$ cat src/bdc_pkg.sv
// Shared types, constants and register codes for the bezel display compositor.
package bdc_pkg;

    localparam int MAX_WIDTH  = 1024;
    localparam int MAX_HEIGHT = 1024;

    localparam int COORD_W     = 10;
    localparam int DIM_W       = 11;
    localparam int CHAN_W      = 8;
    localparam int RGB_W       = 3 * CHAN_W;
    localparam int CFG_DATA_W  = RGB_W;
    localparam int CFG_INDEX_W = 3;

    localparam int IN_FIELDS_W = 2 * COORD_W + 7 * CHAN_W;
    localparam int IN_DATA_W   = ((IN_FIELDS_W + 7) / 8) * 8;
    localparam int OUT_DATA_W  = ((RGB_W + 7) / 8) * 8;

    typedef enum logic [CFG_INDEX_W-1:0] {
        REG_BEZEL_ENABLE   = 3'd0,
        REG_SCREEN_LEFT    = 3'd1,
        REG_SCREEN_TOP     = 3'd2,
        REG_SCREEN_WIDTH   = 3'd3,
        REG_SCREEN_HEIGHT  = 3'd4,
        REG_BACKGROUND_RGB = 3'd5,
        REG_BRIGHTNESS     = 3'd6
    } reg_index_t;

    typedef struct packed {
        logic               bezel_enable;
        logic [COORD_W-1:0] screen_left;
        logic [COORD_W-1:0] screen_top;
        logic [DIM_W-1:0]   screen_width;
        logic [DIM_W-1:0]   screen_height;
        logic [RGB_W-1:0]   background_rgb;
        logic [CHAN_W-1:0]  brightness;
    } bdc_cfg_t;

    // Members listed from the top bit down, so pos_x lands in the lowest bits.
    typedef struct packed {
        logic [CHAN_W-1:0]  frame_blue;
        logic [CHAN_W-1:0]  frame_green;
        logic [CHAN_W-1:0]  frame_red;
        logic [CHAN_W-1:0]  skin_alpha;
        logic [CHAN_W-1:0]  skin_blue;
        logic [CHAN_W-1:0]  skin_green;
        logic [CHAN_W-1:0]  skin_red;
        logic [COORD_W-1:0] pos_y;
        logic [COORD_W-1:0] pos_x;
    } pix_in_t;

    typedef struct packed {
        logic [CHAN_W-1:0] out_blue;
        logic [CHAN_W-1:0] out_green;
        logic [CHAN_W-1:0] out_red;
    } pix_out_t;

endpackage

$ cat src/bdc_cfg_regs.sv
// Configuration register file written through the plain write port.
module bdc_cfg_regs
    import bdc_pkg::*;
(
    input  logic                   clk,
    input  logic                   rst_n,
    input  logic                   cfg_wen,
    input  logic [CFG_INDEX_W-1:0] cfg_index,
    input  logic [CFG_DATA_W-1:0]  cfg_data,
    output bdc_cfg_t               cfg
);

    bdc_cfg_t cfg_reg;
    bdc_cfg_t cfg_next;

    always_comb
    begin
        cfg_next = cfg_reg;
        if (cfg_wen)
        begin
            case (reg_index_t'(cfg_index))
                REG_BEZEL_ENABLE:   cfg_next.bezel_enable   = cfg_data[0];
                REG_SCREEN_LEFT:    cfg_next.screen_left    = cfg_data[COORD_W-1:0];
                REG_SCREEN_TOP:     cfg_next.screen_top     = cfg_data[COORD_W-1:0];
                REG_SCREEN_WIDTH:   cfg_next.screen_width   = cfg_data[DIM_W-1:0];
                REG_SCREEN_HEIGHT:  cfg_next.screen_height  = cfg_data[DIM_W-1:0];
                REG_BACKGROUND_RGB: cfg_next.background_rgb = cfg_data[RGB_W-1:0];
                REG_BRIGHTNESS:     cfg_next.brightness     = cfg_data[CHAN_W-1:0];
                default:            cfg_next = cfg_reg;  // drop writes beyond the list
            endcase
        end
    end

    always_ff @(posedge clk or negedge rst_n)
    begin
        if (!rst_n)
        begin
            cfg_reg.bezel_enable   <= 1'b1;
            cfg_reg.screen_left    <= '0;
            cfg_reg.screen_top     <= '0;
            cfg_reg.screen_width   <= DIM_W'(320);
            cfg_reg.screen_height  <= DIM_W'(480);
            cfg_reg.background_rgb <= '0;
            cfg_reg.brightness     <= '1;
        end
        else
        begin
            cfg_reg <= cfg_next;
        end
    end

    assign cfg = cfg_reg;

endmodule

$ cat src/bdc_pixel_core.sv
// Per-pixel datapath: screen rectangle test, brightness scale and skin blend.
module bdc_pixel_core
    import bdc_pkg::*;
(
    input  bdc_cfg_t cfg,
    input  pix_in_t  pix,
    output pix_out_t result
);

    // Exact n/255 for n < 255*256: (n + (n >> 8) + 1) >> 8.
    function automatic logic [CHAN_W-1:0] div255(input logic [2*CHAN_W-1:0] n);
        logic [2*CHAN_W:0] sum;
        sum = (2*CHAN_W+1)'(n) + (2*CHAN_W+1)'(n[2*CHAN_W-1:CHAN_W]) + (2*CHAN_W+1)'(1);
        return sum[2*CHAN_W-1:CHAN_W];
    endfunction

    function automatic logic [CHAN_W-1:0] scale_chan(input logic [CHAN_W-1:0] c,
                                                     input logic [CHAN_W-1:0] level);
        logic [2*CHAN_W-1:0] prod;
        prod = c * level;
        return div255(prod + (2*CHAN_W)'(127));
    endfunction

    // Opaque and transparent skin fall out of the formula exactly.
    function automatic logic [CHAN_W-1:0] blend_chan(input logic [CHAN_W-1:0] p,
                                                     input logic [CHAN_W-1:0] a,
                                                     input logic [CHAN_W-1:0] bg);
        logic [2*CHAN_W-1:0] fore;
        logic [2*CHAN_W-1:0] back;
        logic [CHAN_W-1:0]   inv_a;
        // 255 - a, kept at channel width before the multiply
        inv_a = ~a;
        fore = p * a;
        back = bg * inv_a;
        return div255(fore + back);
    endfunction

    logic [DIM_W-1:0]   win_w;
    logic [DIM_W-1:0]   win_h;
    logic [COORD_W+1:0] right_edge;
    logic [COORD_W+1:0] bottom_edge;
    logic               in_screen;
    pix_out_t           scaled;
    pix_out_t           blended;

    always_comb
    begin
        win_w = (32'(cfg.screen_width) > MAX_WIDTH) ? DIM_W'(MAX_WIDTH) : cfg.screen_width;
        win_h = (32'(cfg.screen_height) > MAX_HEIGHT) ? DIM_W'(MAX_HEIGHT)
                                                       : cfg.screen_height;
        right_edge  = (COORD_W+2)'(cfg.screen_left) + (COORD_W+2)'(win_w);
        bottom_edge = (COORD_W+2)'(cfg.screen_top) + (COORD_W+2)'(win_h);
        in_screen = (pix.pos_x >= cfg.screen_left) &&
                    ((COORD_W+2)'(pix.pos_x) < right_edge) &&
                    (pix.pos_y >= cfg.screen_top) &&
                    ((COORD_W+2)'(pix.pos_y) < bottom_edge);

        scaled.out_red   = scale_chan(pix.frame_red, cfg.brightness);
        scaled.out_green = scale_chan(pix.frame_green, cfg.brightness);
        scaled.out_blue  = scale_chan(pix.frame_blue, cfg.brightness);

        blended.out_red   = blend_chan(pix.skin_red, pix.skin_alpha,
                                       cfg.background_rgb[3*CHAN_W-1:2*CHAN_W]);
        blended.out_green = blend_chan(pix.skin_green, pix.skin_alpha,
                                       cfg.background_rgb[2*CHAN_W-1:CHAN_W]);
        blended.out_blue  = blend_chan(pix.skin_blue, pix.skin_alpha,
                                       cfg.background_rgb[CHAN_W-1:0]);

        result = (!cfg.bezel_enable || in_screen) ? scaled : blended;
    end

endmodule

$ cat src/bezel_display_compositor.sv
// Top level of the bezel display compositor: input stage, pixel datapath, output stage.
//
//  channel   | group      | payload (low bit first)
//  ----------+------------+----------------------------------------------------
//  pixel in  | s_axis_*   | pos_x, pos_y, skin r/g/b/alpha, frame r/g/b, 4 pad
//  pixel out | m_axis_*   | out_red, out_green, out_blue
//  config    | cfg_*      | write enable, register index, data (no read-back)
//
// One pixel per clock while the output is ready; pix_reg feeds the datapath into out_reg.
// The rate is set by the single registered pass through three 8x8 multiplies per channel.
// Reset clears both stage valid flags and loads the register defaults.
// A stalled output holds its result and the input stage; the input side keeps taking
// pixels as long as either stage has room.
module bezel_display_compositor
    import bdc_pkg::*;
(
    input  logic                   clk,
    input  logic                   rst_n,
    input  logic                   s_axis_tvalid,
    output logic                   s_axis_tready,
    input  logic [IN_DATA_W-1:0]   s_axis_tdata,   // pos_x, pos_y, skin_red, skin_green,
                                                   // skin_blue, skin_alpha, frame_red,
                                                   // frame_green, frame_blue, zero pad
    output logic                   m_axis_tvalid,
    input  logic                   m_axis_tready,
    output logic [OUT_DATA_W-1:0]  m_axis_tdata,   // out_red, out_green, out_blue
    input  logic                   cfg_wen,
    input  logic [CFG_INDEX_W-1:0] cfg_index,
    input  logic [CFG_DATA_W-1:0]  cfg_data
);

    bdc_cfg_t cfg;
    pix_in_t  pix_reg;
    pix_out_t result;
    pix_out_t out_reg;
    logic     pix_valid_reg;
    logic     pix_valid_next;
    logic     out_valid_reg;
    logic     out_valid_next;
    logic     load_out;
    logic     in_xfer;

    bdc_cfg_regs u_cfg_regs (
        .clk       (clk),
        .rst_n     (rst_n),
        .cfg_wen   (cfg_wen),
        .cfg_index (cfg_index),
        .cfg_data  (cfg_data),
        .cfg       (cfg)
    );

    bdc_pixel_core u_pixel_core (
        .cfg    (cfg),
        .pix    (pix_reg),
        .result (result)
    );

    always_comb
    begin
        load_out       = !out_valid_reg || m_axis_tready;
        s_axis_tready  = !pix_valid_reg || load_out;
        in_xfer        = s_axis_tvalid && s_axis_tready;
        pix_valid_next = s_axis_tready ? s_axis_tvalid : pix_valid_reg;
        out_valid_next = load_out ? pix_valid_reg : out_valid_reg;
    end

    always_ff @(posedge clk or negedge rst_n)
    begin
        if (!rst_n)
        begin
            pix_valid_reg <= 1'b0;
            out_valid_reg <= 1'b0;
        end
        else
        begin
            pix_valid_reg <= pix_valid_next;
            out_valid_reg <= out_valid_next;
        end
    end

    always_ff @(posedge clk)
    begin
        if (in_xfer)
        begin
            pix_reg <= pix_in_t'(s_axis_tdata[IN_FIELDS_W-1:0]);
        end
        if (load_out && pix_valid_reg)
        begin
            out_reg <= result;
        end
    end

    assign m_axis_tvalid = out_valid_reg;
    assign m_axis_tdata  = OUT_DATA_W'(out_reg);

`ifndef NO_ASSERTIONS
    // A held input stage keeps its pixel until the output stage frees up.
    a_stage_hold: assert property (@(posedge clk) disable iff (!rst_n)
        pix_valid_reg && !load_out |=> pix_valid_reg && $stable(pix_reg))
        else $error("input stage lost or changed a pixel while stalled");

    // An input transfer always fills the input stage.
    a_accept_fills: assert property (@(posedge clk) disable iff (!rst_n)
        in_xfer |=> pix_valid_reg)
        else $error("accepted pixel did not reach the input stage");

    // A pixel moved out of the input stage shows up as a result.
    a_advance: assert property (@(posedge clk) disable iff (!rst_n)
        pix_valid_reg && load_out |=> m_axis_tvalid)
        else $error("advanced pixel produced no result");

    // Bezel off at full brightness passes the framebuffer red channel untouched.
    a_passthrough: assert property (@(posedge clk) disable iff (!rst_n)
        pix_valid_reg && load_out && !cfg.bezel_enable && (cfg.brightness == 8'hFF)
        |=> m_axis_tdata[CHAN_W-1:0] == $past(pix_reg.frame_red))
        else $error("full-brightness passthrough altered the red channel");
`endif

endmodule

$ cat config.mk
export PLATFORM = sky130hd
export DESIGN_NAME = bezel_display_compositor
export DESIGN_NICKNAME = d
export VERILOG_FILES = /design/src/bdc_pkg.sv /design/src/bdc_cfg_regs.sv /design/src/bdc_pixel_core.sv /design/src/bezel_display_compositor.sv
export SDC_FILE = /design/constraint.sdc
export NUM_CORES = 2
export LEC_CHECK = 0
export BUFFER_PORTS_ARGS = -buffer_cell sky130_fd_sc_hd__buf_2
export CORE_ASPECT_RATIO = 0.75
export CORE_MARGIN = 5
export CORE_UTILIZATION = 45
export CTS_CLUSTER_DIAMETER = 80
export CTS_CLUSTER_SIZE = 12
export DETAILED_ROUTE_END_ITERATION = 10
export SETUP_SLACK_MARGIN = 0.1
export SLEW_MARGIN = 20
export SYNTH_ARGS = -nofsm -noshare
export SYNTH_HDL_FRONTEND = slang
export SYNTH_SLANG_ARGS = --single-unit
$ cat constraint.sdc
create_clock -name clk -period 21 [get_ports clk]
set_input_delay 5.25 -clock clk [delete_from_list [all_inputs] [get_ports clk]]
set_output_delay 5.25 -clock clk [all_outputs]
set_load 0.01 [all_outputs]
==> out/qor.yml <==
seq_area_frac_synth: 0.163
yosysWarnings: 0
synthArstFlopShare: 0.435
grt_usage: 0.205
start_kind: "primary input"
place.gp.congestion: 0.851
initial_core_util: 0.454
drt_iter0_drc: 1091
clk_pin_slew_ns: 0.07
antenna_found_initial: 2
cts_tree: "yes"
wl_met3_mm: 3.00
hpwlAfterDp_mm: 56.3
min_path_cells: 1
skew_ns: 0.0187
maxUsedRoutingLayer: "met5"
num_vias: 22200
final_cell_count_no_fill: 4166
fillers: 6344
vias_per_cell: 5.32
endpoint_kind: "primary output"
wl_met1_mm: 33.7
postCtsSetupBuffers: 0
ys_types: 89
place_inst: 4134
clkLatencyLatePin_ns: 0.51
fin_nets: 4185
rows: 82
synth_area_mm2: 0.0303
cts_made_buffers: 17
postCtsHoldBufs: 0
synthFlopType: "edfxtp_1"
grt_pass1_wl_mm: 120
tightest_slew_ns: 0.831
hold_viol: 0
setup_violations: 0
ant_nets: 0
cts_sinks: 177
path_max_fanout: 3
fin_hold_ws_ns: 0.496
synth_cells: 3196
core_mm2: 0.0667
cts_buffer_depth: 2
grt_pass1_vias: 23700
syn_avg_cell_area_um2: 9.47
diodes: 0
root_buffer: "clkbuf_16"
firstDrtPassIters: 5
status: "completed"
numPortBuffers: 133
final_common_cell: "inv_1"
relSlewSlack: 0.432
hp-start: "pix_valid_reg$_DFFE_PN0N_"
worstPathCellList: "buf_2 > nand3b_1 > buf_2"
final_cell_mix: "inv_1 (621), fa_1 (416), ha_1 (386)"
period_minus_slack_ns: 10.94
min_to: "m_axis_tvalid$_DFFE_PN0P_"
r2r_slack_ns: 12.52
r2r-end: "m_axis_tdata[2]$_DFFE_PP_"
finish.utilization: 0.486
largest_reg_flops: 76
ys_seq_elements: 177
period_share: 0.521
rsz0062_at_grt: "no"
crit_start: "m_axis_tready"
cts-resized-gates: 0
crit_slowest_cell: "nand3b_1"
ctsHtreeMaxLevel: 4
crit_top_cell: "buf_2"
die_h_um: 235
grt_max_degree: 78
routed_wl_mm: 72.1
wl_per_cell_um: 17.3
setup_tns_ns: 0
areaGrowthSynthToFinish_pct: 7.02
critPathArrivalTime_ns: 5.69
max_stage_delay_ns: 0.18
rr_worst_depth: 27
overflow: 0
drive_gt1_frac: 0.0856
drv_slew: 0
die_w_um: 309
fmax_mhz: 91.4
r2r-start: "pix_reg[45]$_DFFE_PP_"
maxCapViolations: 0
remaining_drc_errors: 0
min_path_type: "flip-flop to flip-flop"
synth_edf_count: 100
worstSetupPathType: "primary input to primary output"
wl_met2_mm: 34.3
die-area_mm2: 0.0726
worst_ep_required_time_ns: 15.75
io_pins: 138
==> critical path, delay by kind of cell <==
family	cells	cell delay (ns)
buffers and inverters	2	0.26
AND/OR/NAND/NOR	1	0.18
==> cell type report <==
type | count | area, um^2 | share of cell area
flip-flops and latches | 177 | 4950 | 0.153
multi-input cells | 2306 | 22700 | 0.699
repair buffers | 148 | 788 | 0.0243
well taps | 882 | 1100 | 0.0341
inverters | 621 | 2330 | 0.0720
clock inverters | 13 | 134 | 0.00413
clock buffers | 19 | 433 | 0.0134
==> Yosys cell counts (28+ instances only) <==
cell type	count	share of area
nor2b_1	153	0.032
mux2_2	57	0.021
nand2b_1	100	0.021
a21o_1	40	0.0099
dfrtp_1	62	0.051
o21a_1	28	0.0069
edfxtp_1	100	0.099
a211oi_1	28	0.0069
xnor2_1	71	0.021
ha_1	386	0.16
nand2_1	289	0.036
xor2_1	42	0.012
nor2_1	69	0.0086
clkbuf_1	81	0.010
fa_1	416	0.28
and2_1	181	0.037
a21oi_1	78	0.013
o21ai_0	72	0.012
inv_1	621	0.077
==> worst max-delay path by stage <==
stage / end / slack [ns] / cells after the start
2_1_floorplan: s_axis_tready / 10.29 / 1
4_1_cts: s_axis_tready / 10.05 / 3
3_3_place_gp: s_axis_tready / 10.07 / 3
5_1_grt: s_axis_tready / 10.03 / 3
3_5_place_dp: s_axis_tready / 10.06 / 3
6_report: s_axis_tready / 10.06 / 3
==> layer usage <==
| metal | global-route usage | up-vias |
|---|---|---|
| li1 | - | 10400 |
| met1 | 0.282 | 11200 |
| met2 | 0.348 | 462 |
| met3 | 0.0292 | 69 |
| met4 | 0.0492 | 2 |
| met5 | 0 | - |
==> kinds of logic after synthesis <==
kind of cell / count (synthesis) / share of synthesized area
muxes: 70 / 0.0255
and+or+nand+nor: 937 / 0.165
other: 1 / 0.000124
adders and majority gates: 804 / 0.435
DFF: 177 / 0.163
xor gates and xnor gates: 116 / 0.0348
buffers and inverters: 715 / 0.0888
AOI/OAI and AO/OA: 376 / 0.0866
==> through the flow <==
stage / setup slack, ns / instance area (um^2)
floorplan: 10.29 / 30300
global placement: 10.07 / 31800
detailed placement: 10.06 / 31800
CTS: 10.05 / 32400
global route: 10.03 / 32400
finish: 10.06 / 32400
Power is left out: the tool's default activity adds up to more than one toggle a clock period on the data nets, which glitch-free logic cannot reach.
